[src/rtl/radix2_complex_fft_defines.svh]
// Assertion macros shared by the FFT modules.
`ifndef RADIX2_COMPLEX_FFT_DEFINES_SVH
`define RADIX2_COMPLEX_FFT_DEFINES_SVH
// Implication checked at every rising edge outside reset.
`define FFT_ASSERT_IMP(lbl, ante, cons, msg) \
  lbl: assert property (@(posedge clk) disable iff (rst) (ante) |-> (cons)) else $error(msg);
// Implication checked in the cycle after the antecedent.
`define FFT_ASSERT_NEXT(lbl, ante, cons, msg) \
  lbl: assert property (@(posedge clk) disable iff (rst) (ante) |=> (cons)) else $error(msg);
`endif

[src/rtl/r2fft_pkg.sv]
// ----------------------------------------------------------------------------
// r2fft_pkg
// Types, constants and twiddle table for the radix-2 FFT block.
// ----------------------------------------------------------------------------
package r2fft_pkg;
  localparam int MaxPoints  = 64;
  localparam int SampleBits = 16;
  localparam int AccBits    = 22;
  localparam int AddrBits   = 6;
  localparam int LogBits    = 3;

  localparam logic [1:0] CfgInverse = 2'd0;
  localparam logic [1:0] CfgSize    = 2'd1;

  typedef logic signed [AccBits-1:0] acc_t;
  typedef logic [AddrBits-1:0] addr_t;

  typedef enum logic [2:0] {
    ST_LOAD, ST_REV, ST_BFLY, ST_DRAIN, ST_EMIT
  } state_t;

  // Commands from controller to datapath.
  typedef struct packed {
    logic  wr_load;   // write incoming sample at addr_a
    logic  rd;        // read addr_a and addr_b
    logic  swap;      // bit-reverse swap of addr_a/addr_b data issued earlier
    logic  bfly;      // butterfly on data issued earlier
    addr_t addr_a;
    addr_t addr_b;
    logic [AddrBits-1:0] tw_idx;
    logic  emit;      // present read data as a result
    addr_t emit_idx;
    logic  emit_last;
  } cmd_t;

  // Quarter-wave cosine table, Q1.15, entry 0 is exactly one.
  function automatic logic [16:0] qw(input logic [4:0] k);
    logic [16:0] v;
    case (k)
      5'd0: v = 17'd32768;  5'd1: v = 17'd32610;  5'd2: v = 17'd32138;
      5'd3: v = 17'd31357;  5'd4: v = 17'd30274;  5'd5: v = 17'd28899;
      5'd6: v = 17'd27246;  5'd7: v = 17'd25330;  5'd8: v = 17'd23170;
      5'd9: v = 17'd20788;  5'd10: v = 17'd18205; 5'd11: v = 17'd15447;
      5'd12: v = 17'd12540; 5'd13: v = 17'd9512;  5'd14: v = 17'd6393;
      5'd15: v = 17'd3212;  default: v = 17'd0;
    endcase
    return v;
  endfunction

  // Twiddle index k is in 0..31 for all butterflies.
  function automatic logic signed [17:0] tw_cos(input logic [AddrBits-1:0] k);
    logic signed [17:0] r;
    if (k <= 6'd16) r = signed'({1'b0, qw(k[4:0])});
    else r = -signed'({1'b0, qw(5'(6'd32 - k))});
    return r;
  endfunction

  function automatic logic signed [17:0] tw_sin(input logic [AddrBits-1:0] k);
    logic signed [17:0] r;
    if (k <= 6'd16) r = signed'({1'b0, qw(5'(6'd16 - k))});
    else r = signed'({1'b0, qw(5'(k - 6'd16))});
    return r;
  endfunction

  function automatic acc_t sat_acc(input logic signed [AccBits+1:0] v);
    acc_t r;
    if (v > 24'sd2097151) r = acc_t'(22'sh1FFFFF);
    else if (v < -24'sd2097152) r = acc_t'(22'sh200000);
    else r = acc_t'(v);
    return r;
  endfunction
endpackage

[src/rtl/r2fft_ctrl.sv]
// ----------------------------------------------------------------------------
// r2fft_ctrl
// Sequencer for load, bit reversal, butterfly stages and bin output.
// ----------------------------------------------------------------------------
`include "radix2_complex_fft_defines.svh"
module r2fft_ctrl (
  input  logic                          clk,
  input  logic                          rst,
  input  logic                          in_fire,
  input  logic [r2fft_pkg::LogBits-1:0] lg,
  input  logic                          out_busy,
  output logic                          in_ready,
  output r2fft_pkg::cmd_t               cmd
);
  import r2fft_pkg::*;

  state_t state, state_next;
  logic [6:0] cnt, cnt_next;       // load count / generic counter
  logic [2:0] stage, stage_next;   // butterfly stage, 0..lg-1
  logic [2:0] lg_r, lg_r_next;
  logic [2:0] drain, drain_next;
  logic [6:0] n_pts;
  logic [5:0] rev;
  logic [5:0] half, k, base, ia, ib;

  assign n_pts = 7'd1 << lg_r;

  always_comb begin
    rev = '0;
    for (int b = 0; b < AddrBits; b++)
      if (b < lg_r) rev[lg_r - 3'd1 - 3'(b)] = cnt[b];
  end

  // Butterfly j = cnt over n/2: half = 2^stage, k = j mod half.
  always_comb begin
    half = 6'd1 << stage;
    k    = cnt[5:0] & (half - 6'd1);
    base = (cnt[5:0] & ~(half - 6'd1)) << 1;
    ia   = base | k;
    ib   = ia | half;
  end

  always_ff @(posedge clk) begin
    if (rst) begin
      state <= ST_LOAD; cnt <= '0; stage <= '0; lg_r <= 3'd6; drain <= '0;
    end else begin
      state <= state_next; cnt <= cnt_next; stage <= stage_next;
      lg_r <= lg_r_next; drain <= drain_next;
    end
  end

  always_comb begin
    state_next = state; cnt_next = cnt; stage_next = stage;
    lg_r_next = lg_r; drain_next = drain;
    cmd = '0;
    in_ready = 1'b0;
    case (state)
      ST_LOAD: begin
        in_ready = !rst;
        lg_r_next = lg;
        if (in_fire) begin
          cmd.wr_load = 1'b1;
          cmd.addr_a = cnt[5:0];
          // With the size lowered below what is already loaded, this transfer
          // completes the frame; its sample lands past the frame end unread.
          if (cnt + 7'd1 >= (7'd1 << lg)) begin
            state_next = ST_REV; cnt_next = '0;
          end else cnt_next = cnt + 7'd1;
        end
      end
      ST_REV: begin
        // One index a cycle; a swap stalls it for its read, then its write.
        if (drain != 3'd0) begin
          drain_next = drain - 3'd1;
        end else begin
          if ({1'b0, cnt[5:0]} < {1'b0, rev} && cnt < n_pts) begin
            cmd.rd = 1'b1; cmd.swap = 1'b1;
            cmd.addr_a = cnt[5:0]; cmd.addr_b = rev;
            drain_next = 3'd2;
          end
          if (cnt + 7'd1 >= n_pts) begin
            state_next = ST_BFLY; cnt_next = '0; stage_next = '0;
            drain_next = 3'd3;
          end else cnt_next = cnt + 7'd1;
        end
      end
      ST_BFLY: begin
        // Wait for the previous stage to be written back before reading.
        if (drain != 3'd0) begin
          drain_next = drain - 3'd1;
        end else begin
          cmd.rd = 1'b1; cmd.bfly = 1'b1;
          cmd.addr_a = ia; cmd.addr_b = ib;
          cmd.tw_idx = 6'(k << (3'd5 - stage));
          if (cnt + 7'd1 >= (n_pts >> 1)) begin
            cnt_next = '0;
            drain_next = 3'd5;
            if (stage + 3'd1 >= lg_r) state_next = ST_DRAIN;
            else stage_next = stage + 3'd1;
          end else cnt_next = cnt + 7'd1;
        end
      end
      ST_DRAIN: begin
        if (drain != 3'd0) drain_next = drain - 3'd1;
        else begin state_next = ST_EMIT; cnt_next = '0; end
      end
      ST_EMIT: begin
        if (drain != 3'd0) drain_next = drain - 3'd1;
        else if (!out_busy) begin
          cmd.rd = 1'b1; cmd.emit = 1'b1;
          cmd.addr_a = cnt[5:0]; cmd.emit_idx = cnt[5:0];
          cmd.emit_last = (cnt + 7'd1 == n_pts);
          // The bin is read, then registered, before the next bin is read.
          drain_next = 3'd1;
          if (cnt + 7'd1 >= n_pts) begin
            state_next = ST_LOAD; cnt_next = '0; drain_next = 3'd0;
          end else cnt_next = cnt + 7'd1;
        end
      end
      default: state_next = ST_LOAD;
    endcase
  end

  `FFT_ASSERT_IMP(a_ready_load, in_ready, state == ST_LOAD, "ready outside load")
  `FFT_ASSERT_IMP(a_cnt_range, state == ST_BFLY, cnt < 7'd32, "butterfly count range")
  `FFT_ASSERT_NEXT(a_emit_done, cmd.emit && cmd.emit_last, state == ST_LOAD, "no load after bin")
endmodule

[config.mk]
export PLATFORM = sky130hd
export DESIGN_NAME = r2fft_ctrl
export DESIGN_NICKNAME = d
export VERILOG_FILES = /design/src/rtl/r2fft_pkg.sv /design/src/rtl/r2fft_ctrl.sv
export VERILOG_INCLUDE_DIRS = /design/src /design/src/rtl
export SDC_FILE = /design/constraint.sdc
export NUM_CORES = 1
export LEC_CHECK = 0
export BUFFER_PORTS_ARGS = -buffer_cell sky130_fd_sc_hd__buf_4
export CELL_PAD_IN_SITES_DETAIL_PLACEMENT = 1
export CELL_PAD_IN_SITES_GLOBAL_PLACEMENT = 1
export CORE_MARGIN = 4
export CORE_UTILIZATION = 40
export DETAILED_ROUTE_END_ITERATION = 6
export GPL_ROUTABILITY_DRIVEN = 1
export GPL_TIMING_DRIVEN = 0
export PLACE_DENSITY = 0.78
export SYNTH_ARGS = -nofsm -noshare
export SYNTH_HDL_FRONTEND = slang
export SYNTH_SLANG_ARGS = --single-unit
export TNS_END_PERCENT = 30
[constraint.sdc]
create_clock -name clk -period 6.8 [get_ports clk]
set_clock_uncertainty 0.2 [all_clocks]
set_input_delay 0.34 -clock clk [delete_from_list [all_inputs] [get_ports clk]]
set_output_delay 0.34 -clock clk [all_outputs]
set_load 0.005 [all_outputs]
**Word-level counts from Yosys, hierarchy flattened**

Index checks and enable logic that the tools add are counted.

- Register bits after elaboration: 19
- Input port bits: 7
- Logic and storage cells: 171

- Reduce and logical (&&, ||, !) cells: 17
- Muxes and demuxes: 83
- Shift-type cells: 4
- $add $sub $neg: 11
- $lt $le $gt $ge: 24
- Bitwise gates (word level): 6
- Eq/ne operators: 21

Operator list:

| operator | number |
|---|---|
| 3-bit two-way mux | 23 |
| 7-bit two-way mux | 9 |
| 6-bit two-way mux | 10 |
| 7-bit case mux with 5 select lines | 1 |
| 6-bit bitwise mux | 5 |
| 2-bit inequality test (second input constant) | 13 |
| 3-bit by 4-bit less-than comparator with 1-bit output (second input constant) | 6 |
| 12-bit two-way mux | 2 |
| 8-bit two-way mux | 3 |
| 6-bit case mux with 4 select lines | 1 |
| 19-bit two-way mux | 1 |
| 1-bit demux with 3-bit select | 6 |
| 3-bit by 1-bit greater-or-equal comparator with 1-bit output (second input constant) | 6 |
| 1-bit two-way mux | 15 |
| 3-bit case mux with 5 select lines | 1 |
| 7-bit greater-or-equal comparator | 2 |
| 1-bit by 3-bit left shift with 7-bit output (first input constant) | 2 |
| 6-bit bitwise AND | 2 |
| 6-bit bitwise OR | 2 |
| 3-bit case mux with 4 select lines | 1 |
| 6-bit case mux with 2 select lines | 1 |
| 11-bit AND reduction | 1 |
| 3-bit by 1-bit subtractor with 3-bit output (second input constant) | 3 |
| 7-bit by 1-bit adder with 7-bit output (second input constant) | 1 |
| other kinds (35) | 49 |

**Logic depth before layout (Yosys ltp)**

Gate-level depths: netlist of run 1.

- Depth after elaboration: 23
- Gate-level depth with buffers: 20

**Worst setup path before layout of run 1**

No wires, ideal clock.

- Path type: flip-flop to output port
- From: reg lg_r[0]
- To: out cmd[20] (netlist bit)
- Cell stages (with the launch flop): 17
- Setup slack: 2.524 ns
- Data required time: 6.260 ns
- Arrival time: 3.736 ns
- Path through: dfxtp_1 > clkbuf_1 > inv_1 > ha_1 > clkbuf_1 > clkbuf_1 > nor3_1 > a2111oi_0 > a21oi_1 > ha_1 > nand2_1 > nor2_1 > o21ai_0 > a31o_2 > o21ai_1 > nand3_1 > o21a_1

RTL lines:

| item | line | source |
|---|---|---|
| start: declaration | r2fft_ctrl.sv:20 | `logic [2:0] lg_r, lg_r_next;` |
| start signal: assignment | r2fft_ctrl.sv:48 | `lg_r <= lg_r_next; drain <= drain_next;` |
| end: declaration | r2fft_ctrl.sv:13 | `output r2fft_pkg::cmd_t cmd` |

==> results of run 1 <==
[synth_stat cells, types with 10 or more instances]
| master | count | area (µm²) |
|---|---|---|
| nand3_1 | 14 | 70.07 |
| nor2_1 | 51 | 191.4 |
| o21ai_0 | 25 | 125.1 |
| nand2b_1 | 12 | 75.07 |
| a31oi_1 | 10 | 62.56 |
| nand2_1 | 41 | 153.9 |
| nor3_1 | 20 | 100.1 |
| dfxtp_1 | 19 | 380.4 |
| a21oi_1 | 48 | 240.2 |
| inv_1 | 23 | 86.33 |
| a21o_1 | 12 | 90.09 |
| ha_1 | 50 | 625.6 |
| clkbuf_1 | 21 | 78.83 |
[flip-flops by register name, summed over array words and instances (netlist names)]
signal	cells
state	3
cnt	7
stage	3
lg_r	3
drain	3
[per-stage QoR]
step	cell area [µm²]	setup WS (ps)	util (%)	power, W	cells
finish	3681	837.2	47.15	0.001144	607
CTS	3681	966.8	47.15	0.001135	607
floorplan	3238	2524	-	0.0007997	465
global placement	3636	1376	46.57	0.001018	603
global route	3681	385.3	47.15	0.001254	607
detailed placement	3636	1251	46.57	0.001049	603
[layer usage]
layer / track usage (%) / wire, µm / up-vias
met5: 0 / 0 / -
met4: 7.348 / 224 / 0
met3: 2.000 / 387 / 18
met2: 39.01 / 5367 / 90
met1: 31.87 / 5370 / 1739
li1: - / - / 1766
[cell families after synthesis]
| family | count (synthesis) | share of synthesized area [%] |
|---|---|---|
| AOI/OAI and AO/OA | 145 | 29.21 |
| muxes | 8 | 2.473 |
| DFF | 19 | 11.75 |
| and+or+nand+nor | 178 | 26.58 |
| adders and majority gates | 51 | 19.63 |
| buffers and inverters | 51 | 6.260 |
| xor gates and xnor gates | 13 | 4.096 |
[worst max path at each step]
stage / cells after the start / end / startpoint
3_5_place_dp: 17 / cmd[25] / lg_r[0]
2_1_floorplan: 16 / cmd[20] / lg_r[0]
5_1_grt: 17 / cmd[20] / lg_r[0]
4_1_cts: 17 / cmd[25] / lg_r[0]
3_3_place_gp: 17 / cmd[24] / lg_r[0]
6_report: 17 / cmd[24] / lg_r[0]
[cell type report]
| class | instances | share of cell area [%] |
|---|---|---|
| buffer | 26 | 2.957 |
| clock buffer | 4 | 1.224 |
| inverter | 25 | 2.549 |
| multi-input combinational | 395 | 72.13 |
| sequential | 19 | 10.33 |
| tap | 102 | 3.467 |
| timing repair buffer | 36 | 7.342 |
[critical path: stages (launching register included)]
cell and delay, ps:
dfxtp_1 460, clkbuf_1 350, inv_1 290, ha_1 450
clkbuf_1 430, clkbuf_1 390, nor3_1 110, a2111oi_0 430
a21oi_1 140, ha_1 320, nand2_1 50, nor2_1 80
o21ai_0 80, a31o_2 230, o21ai_1 510, nand3_1 400
a21o_1 280, buf_4 130
[where the power goes]
| group | internal [W] | switching, W |
|---|---|---|
| Combinational | 0.000336 | 0.000571 |
| Clock | 0.0000419 | 0.0000426 |
| Sequential | 0.000130 | 0.0000225 |
| Total | 0.000508 | 0.000636 |
[placed cells by master (no fill, tap or decap), types with 4 or more instances in the layout]
cell and instances:
nor2_1 51, ha_1 50, a21oi_1 48, nand2_1 41, buf_4 36, o21ai_0 25
inv_1 23, clkbuf_1 22, nor3_1 20, dfxtp_1 19, nand3_1 14, nand2b_1 12
a21o_1 12, a31oi_1 10, xnor2_1 8, nor2b_1 8, mux2i_1 8, or3_1 6
o22ai_1 5, o21a_1 5, a211o_1 5, and2_1 5, nand3b_1 4, and3_1 4
xor2_1 4, nand4_1 4
==> metrics.cfg, run 1 <==
[synthesis]
synth_warnings=0
syn_area_um2=3238
synth_edf_count=0
ys_async_sr_fraction_pct=0
yosysUniqueCellTypes=58
netlist_instances=465
synthFlopType=dfxtp_1
synth_nets=522
synth-seq-cells=19
ys_seq_area_share_pct=11.75
postSynthAreaPerCell_um2=6.964

[hold_path]
worstHoldStart=lg[1]
min_path_type=in2reg
min_to=lg_r[1]
holdPathStages=2

[sta]
hold_ws_ps=146.2
fin_crit_sh_pct=87.69
fmaxAchievable_mhz=167.7
relSlewSlack_pct=34.63
tightestPinTransition_ps=973.0
rsz0062_at_grt=false
slew_viol_final=0
final_hold_viol_count=0
fin_tns_setup_ps=0
finalSetupViolations=0
post-route-min-period_ps=5963

[pwr]
powerDensity_nw_per_um2=310.9
leakagePower_nw=1.653
peakVddDrop_mv=0.1522

[detailed_routing]
drc_errors=0
vias_per_cell=5.952
drt_iter0_drc=113
num_vias=3613
wl_um=11350
ant_nets=0
avgRoutedWirePerCell_um=18.70
first_pass_iters=4

[placed_design]
port_buffers=36
routabilityCongestion=0.8882
hpwl_um=8974

[clocking]
cts.hold.buffers_added=0
htreeDepth=1
clk_pin_slew_ps=80
root_buffer=clkbuf_8
cts_sinks=19
cts_max_path_buffers=2
cts_tree=built
postCtsSetupBuffers=0
clock_latency_ps=270
cts_buffers=3
cts_resized=0

[critical_path]
critPathKind=reg2out
cp-start-kind=register
r2r_start=lg_r[0]
crit_required_ps=6260
reg2regPathDepth=18
arrival_ps=5420
ff2ff_setup_slack_ps=1540
r2r_end=drain[0]
path_max_fanout=10
end_kind=output pin

[floorplanning]
ios=38
die-area_um2=9599
start_util_pct=41.47
chipWidth_um=97.98
dieHeight_um=97.98
rows=32
core_um2=7807

[finish]
nets=563
multi_input_area_um2=2655
layout.area.seq_um2=380.4
fillers=1043
syn2layout_area_growth_pct=13.68
drive_gt1_share_pct=10.50
diodes=0

[global_route]
grt_pass1_vias=3657
antenna_found_initial=0
gr-total-overflow=0
track_usage_pct=23.38
grt_pass1_wl_um=18620
grt_max_degree=11

[job]
cap_violations=0

[status]
status=finished clean

Note: power is estimated with default switching activity, not from simulation.
==> run 2, diff against run 1 <==
--- a/config.mk
+++ b/config.mk
@@ -7,14 +7,15 @@
 export NUM_CORES = 1
 export LEC_CHECK = 0
 export BUFFER_PORTS_ARGS = -buffer_cell sky130_fd_sc_hd__buf_4
+export CAP_MARGIN = 20
 export CELL_PAD_IN_SITES_DETAIL_PLACEMENT = 1
 export CELL_PAD_IN_SITES_GLOBAL_PLACEMENT = 1
 export CORE_MARGIN = 4
-export CORE_UTILIZATION = 40
+export CORE_UTILIZATION = 31
 export DETAILED_ROUTE_END_ITERATION = 6
 export GPL_ROUTABILITY_DRIVEN = 1
 export GPL_TIMING_DRIVEN = 0
-export PLACE_DENSITY = 0.78
+export PLACE_DENSITY = 0.64
 export SYNTH_ARGS = -nofsm -noshare
 export SYNTH_HDL_FRONTEND = slang
 export SYNTH_SLANG_ARGS = --single-unit
==> constraint.sdc (replaced) <==
create_clock -name clk -period 7.5 [get_ports clk]
set_clock_uncertainty 0.2 [all_clocks]
set_input_delay 0.375 -clock clk [delete_from_list [all_inputs] [get_ports clk]]
set_output_delay 0.375 -clock clk [all_outputs]
set_load 0.005 [all_outputs]
==> run 2 against run 1 <==
Compared with the run above:
- non-clock buffer count did not move
- sequential power shrank 8%
- flip-flop and latch count is the same
- die area increased by 27%
- design area up 1.3%
- core utilization decreased by 11 points
- global-route usage decreased by 2.7 points
- register-to-register slack gained 630 ps
- sequential share of layout area down 0.13 points
- routed wire length grew 6.1%
- combinational power down 7.6%
- highest routed layer unchanged
==> metrics.cfg, run 2 (synthesis results as in run 1) <==
[finish]
regMostFlops=cnt  ; unchanged
final_common_cell=nor2_1  ; unchanged
final_area_um2=3727  ; was 3681 µm²
nets=563  ; unchanged
multi_input_area_um2=2655  ; unchanged
fin_cells=641  ; was 607
layout.area.seq_um2=380.4  ; unchanged
utilization_pct=36.43  ; was 47.15%
syn2layout_area_growth_pct=15.11  ; was 13.68%
fillers=1301  ; was 1043
largest_reg_flops=7  ; unchanged
final_cell_mix=nor2_1, ha_1, a21oi_1  ; unchanged
diodes=0  ; unchanged
drive_gt1_share_pct=10.69  ; was 10.50%

[placed_design]
routabilityCongestion=0.9205  ; was 0.8882
place_area_um2=3679  ; was 3636 µm²
port_buffers=36  ; unchanged
hpwl_um=9645  ; was 8974 µm
place.detailed.instances=637  ; was 603

[clocking]
cts_sinks=19  ; unchanged
clk_pin_slew_ps=80  ; about the same
root_buffer=clkbuf_8  ; unchanged
postCtsSetupBuffers=0  ; unchanged
cts_resized=0  ; unchanged
cts_tree=built  ; unchanged
cts_max_path_buffers=2  ; unchanged
htreeDepth=1  ; unchanged
cts.hold.buffers_added=0  ; unchanged
cts_buffers=3  ; unchanged
clock_latency_ps=260  ; was 270 ps

[sta]
relSlewSlack_pct=36.23  ; was 34.63%
finalSetupViolations=0  ; unchanged
fin_tns_setup_ps=0  ; unchanged
slew_viol_final=0  ; unchanged
final_hold_viol_count=0  ; unchanged
tightestPinTransition_ps=949.2  ; was 973.0 ps
fin_crit_sh_pct=80.53
fmaxAchievable_mhz=165.6
rsz0062_at_grt=false  ; unchanged
post-route-min-period_ps=6039

[pwr]
powerDensity_nw_per_um2=283.1  ; was 310.9 nW/µm²
p_total_w=0.001055  ; was 0.001144 W
leakagePower_nw=1.652  ; was 1.653 nW
peakVddDrop_mv=0.1183  ; was 0.1522 mV

[floorplanning]
die-area_um2=12150  ; was 9599 µm²
chipWidth_um=110.2  ; was 97.98 µm
core_um2=10230  ; was 7807 µm²
ios=38  ; unchanged
rows=37  ; was 32
start_util_pct=31.65  ; was 41.47%
dieHeight_um=110.2  ; was 97.98 µm

[global_route]
grt_pass1_vias=3724  ; was 3657
gr-total-overflow=0  ; unchanged
grt_pass1_wl_um=19990  ; was 18620 µm
antenna_found_initial=0  ; unchanged
track_usage_pct=20.67  ; was 23.38%
grt_max_degree=13  ; was 11

[status]
status=finished clean  ; unchanged

[critical_path]
critPathKind=reg2out  ; unchanged
r2r_end=drain[0]  ; unchanged
timing.critical_path.mode_cell=clkbuf_1  ; unchanged
crit_family=compound AO/OA/AOI/OAI gates  ; unchanged
crit_path_max_incr_delay_ps=550  ; was 510 ps
cp-start-kind=register  ; unchanged
r2r_start=lg_r[0]  ; unchanged
critPathSlowestCell=o21ai_1  ; unchanged
crit_chain=clkbuf_1 -> inv_1 -> ha_1 -> clkbuf_1 -> clkbuf_1 -> nor3_1 -> a2111oi_0 -> a21oi_1 -> ha_1 -> nand2_1 -> nor2_1 -> o21ai_0 -> a31o_2 -> o21ai_1 -> nand3_1 -> a21o_1 -> buf_4  ; unchanged
end_kind=output pin  ; unchanged
path_max_fanout=10  ; unchanged
arrival_ps=5460  ; was 5420 ps
reg2regPathDepth=17  ; was 18
crit_buf_inv=5  ; unchanged
crit_required_ps=6920  ; was 6260 ps
ff2ff_setup_slack_ps=2170  ; was 1540 ps

[detailed_routing]
avgRoutedWirePerCell_um=18.79  ; was 18.70 µm
ant_nets=0  ; unchanged
wl_um=12050  ; was 11350 µm
first_pass_iters=4  ; unchanged
num_vias=3606  ; was 3613
vias_per_cell=5.626  ; was 5.952
drt_iter0_drc=248  ; was 113
drc_errors=0  ; unchanged

[hold_path]
min_to=lg_r[2]  ; was lg_r[1]
holdPathStages=2  ; unchanged
worstHoldStart=lg[2]  ; was lg[1]
min_path_type=in2reg  ; unchanged

[job]
cap_violations=0  ; unchanged

-- run 2: worst register-to-register path: stages (launching register included) --
cell,delay (ps)
dfxtp_1,520
clkbuf_1,330
inv_1,250
ha_1,440
clkbuf_1,410
clkbuf_1,420
o21ai_0,190
a21oi_1,170
a31oi_1,50
o21ai_0,400
ha_1,330
a21oi_1,120
o21ai_0,80
a311o_1,370
nor4b_2,350
o41ai_2,190
a221o_1,300
a21oi_1,140
-- run 2: area by class of cell --
| class | count | area share [%] |
|---|---|---|
| buffer | 26 | 2.920 |
| clock buffer | 3 | 1.108 |
| clock inverter | 1 | 0.2014 |
| inverter | 25 | 2.518 |
| multi-input combinational | 395 | 71.23 |
| sequential | 19 | 10.20 |
| tap | 136 | 4.565 |
| timing repair buffer | 36 | 7.251 |
-- run 2: how the worst max path moves through the flow --
stage | endpoint | from | slack (ps) | depth (start not counted)
global placement | cmd[24] | lg_r[0] | 1740 | 17
detailed placement | cmd[24] | lg_r[0] | 1770 | 17
floorplan | cmd[20] | lg_r[0] | 3190 | 16
global route | cmd[25] | lg_r[0] | 890 | 18
CTS | cmd[24] | lg_r[0] | 1460 | 17
finish | cmd[23] | lg_r[0] | 1460 | 17
-- run 2: per-stage QoR --
step / setup slack [ps] / hold WS, ps
2_1_floorplan: 3189 / 245.0
3_3_place_gp: 1741 / 266.3
3_5_place_dp: 1773 / 285.7
4_1_cts: 1462 / 161.9
5_1_grt: 889.6 / 178.1
6_report: 1461 / 168.7
-- run 2: routing by layer --
| layer | global-route usage, % | up-vias | part of all wire, % |
|---|---|---|---|
| li1 | - | 1769 | - |
| met3 | 1.631 | 21 | 2.7 |
| met5 | 0 | - | 0 |
| met2 | 35.10 | 52 | 48 |
| met1 | 28.07 | 1764 | 46 |
| met4 | 5.805 | 0 | 2.5 |
-- run 2: where the power goes --
group          internal, W  switching [W]  leakage [nW]
Combinational     0.000305       0.000533          1.48
Sequential        0.000118      0.0000224         0.155
Clock            0.0000375      0.0000392        0.0217
Total             0.000460       0.000595          1.65
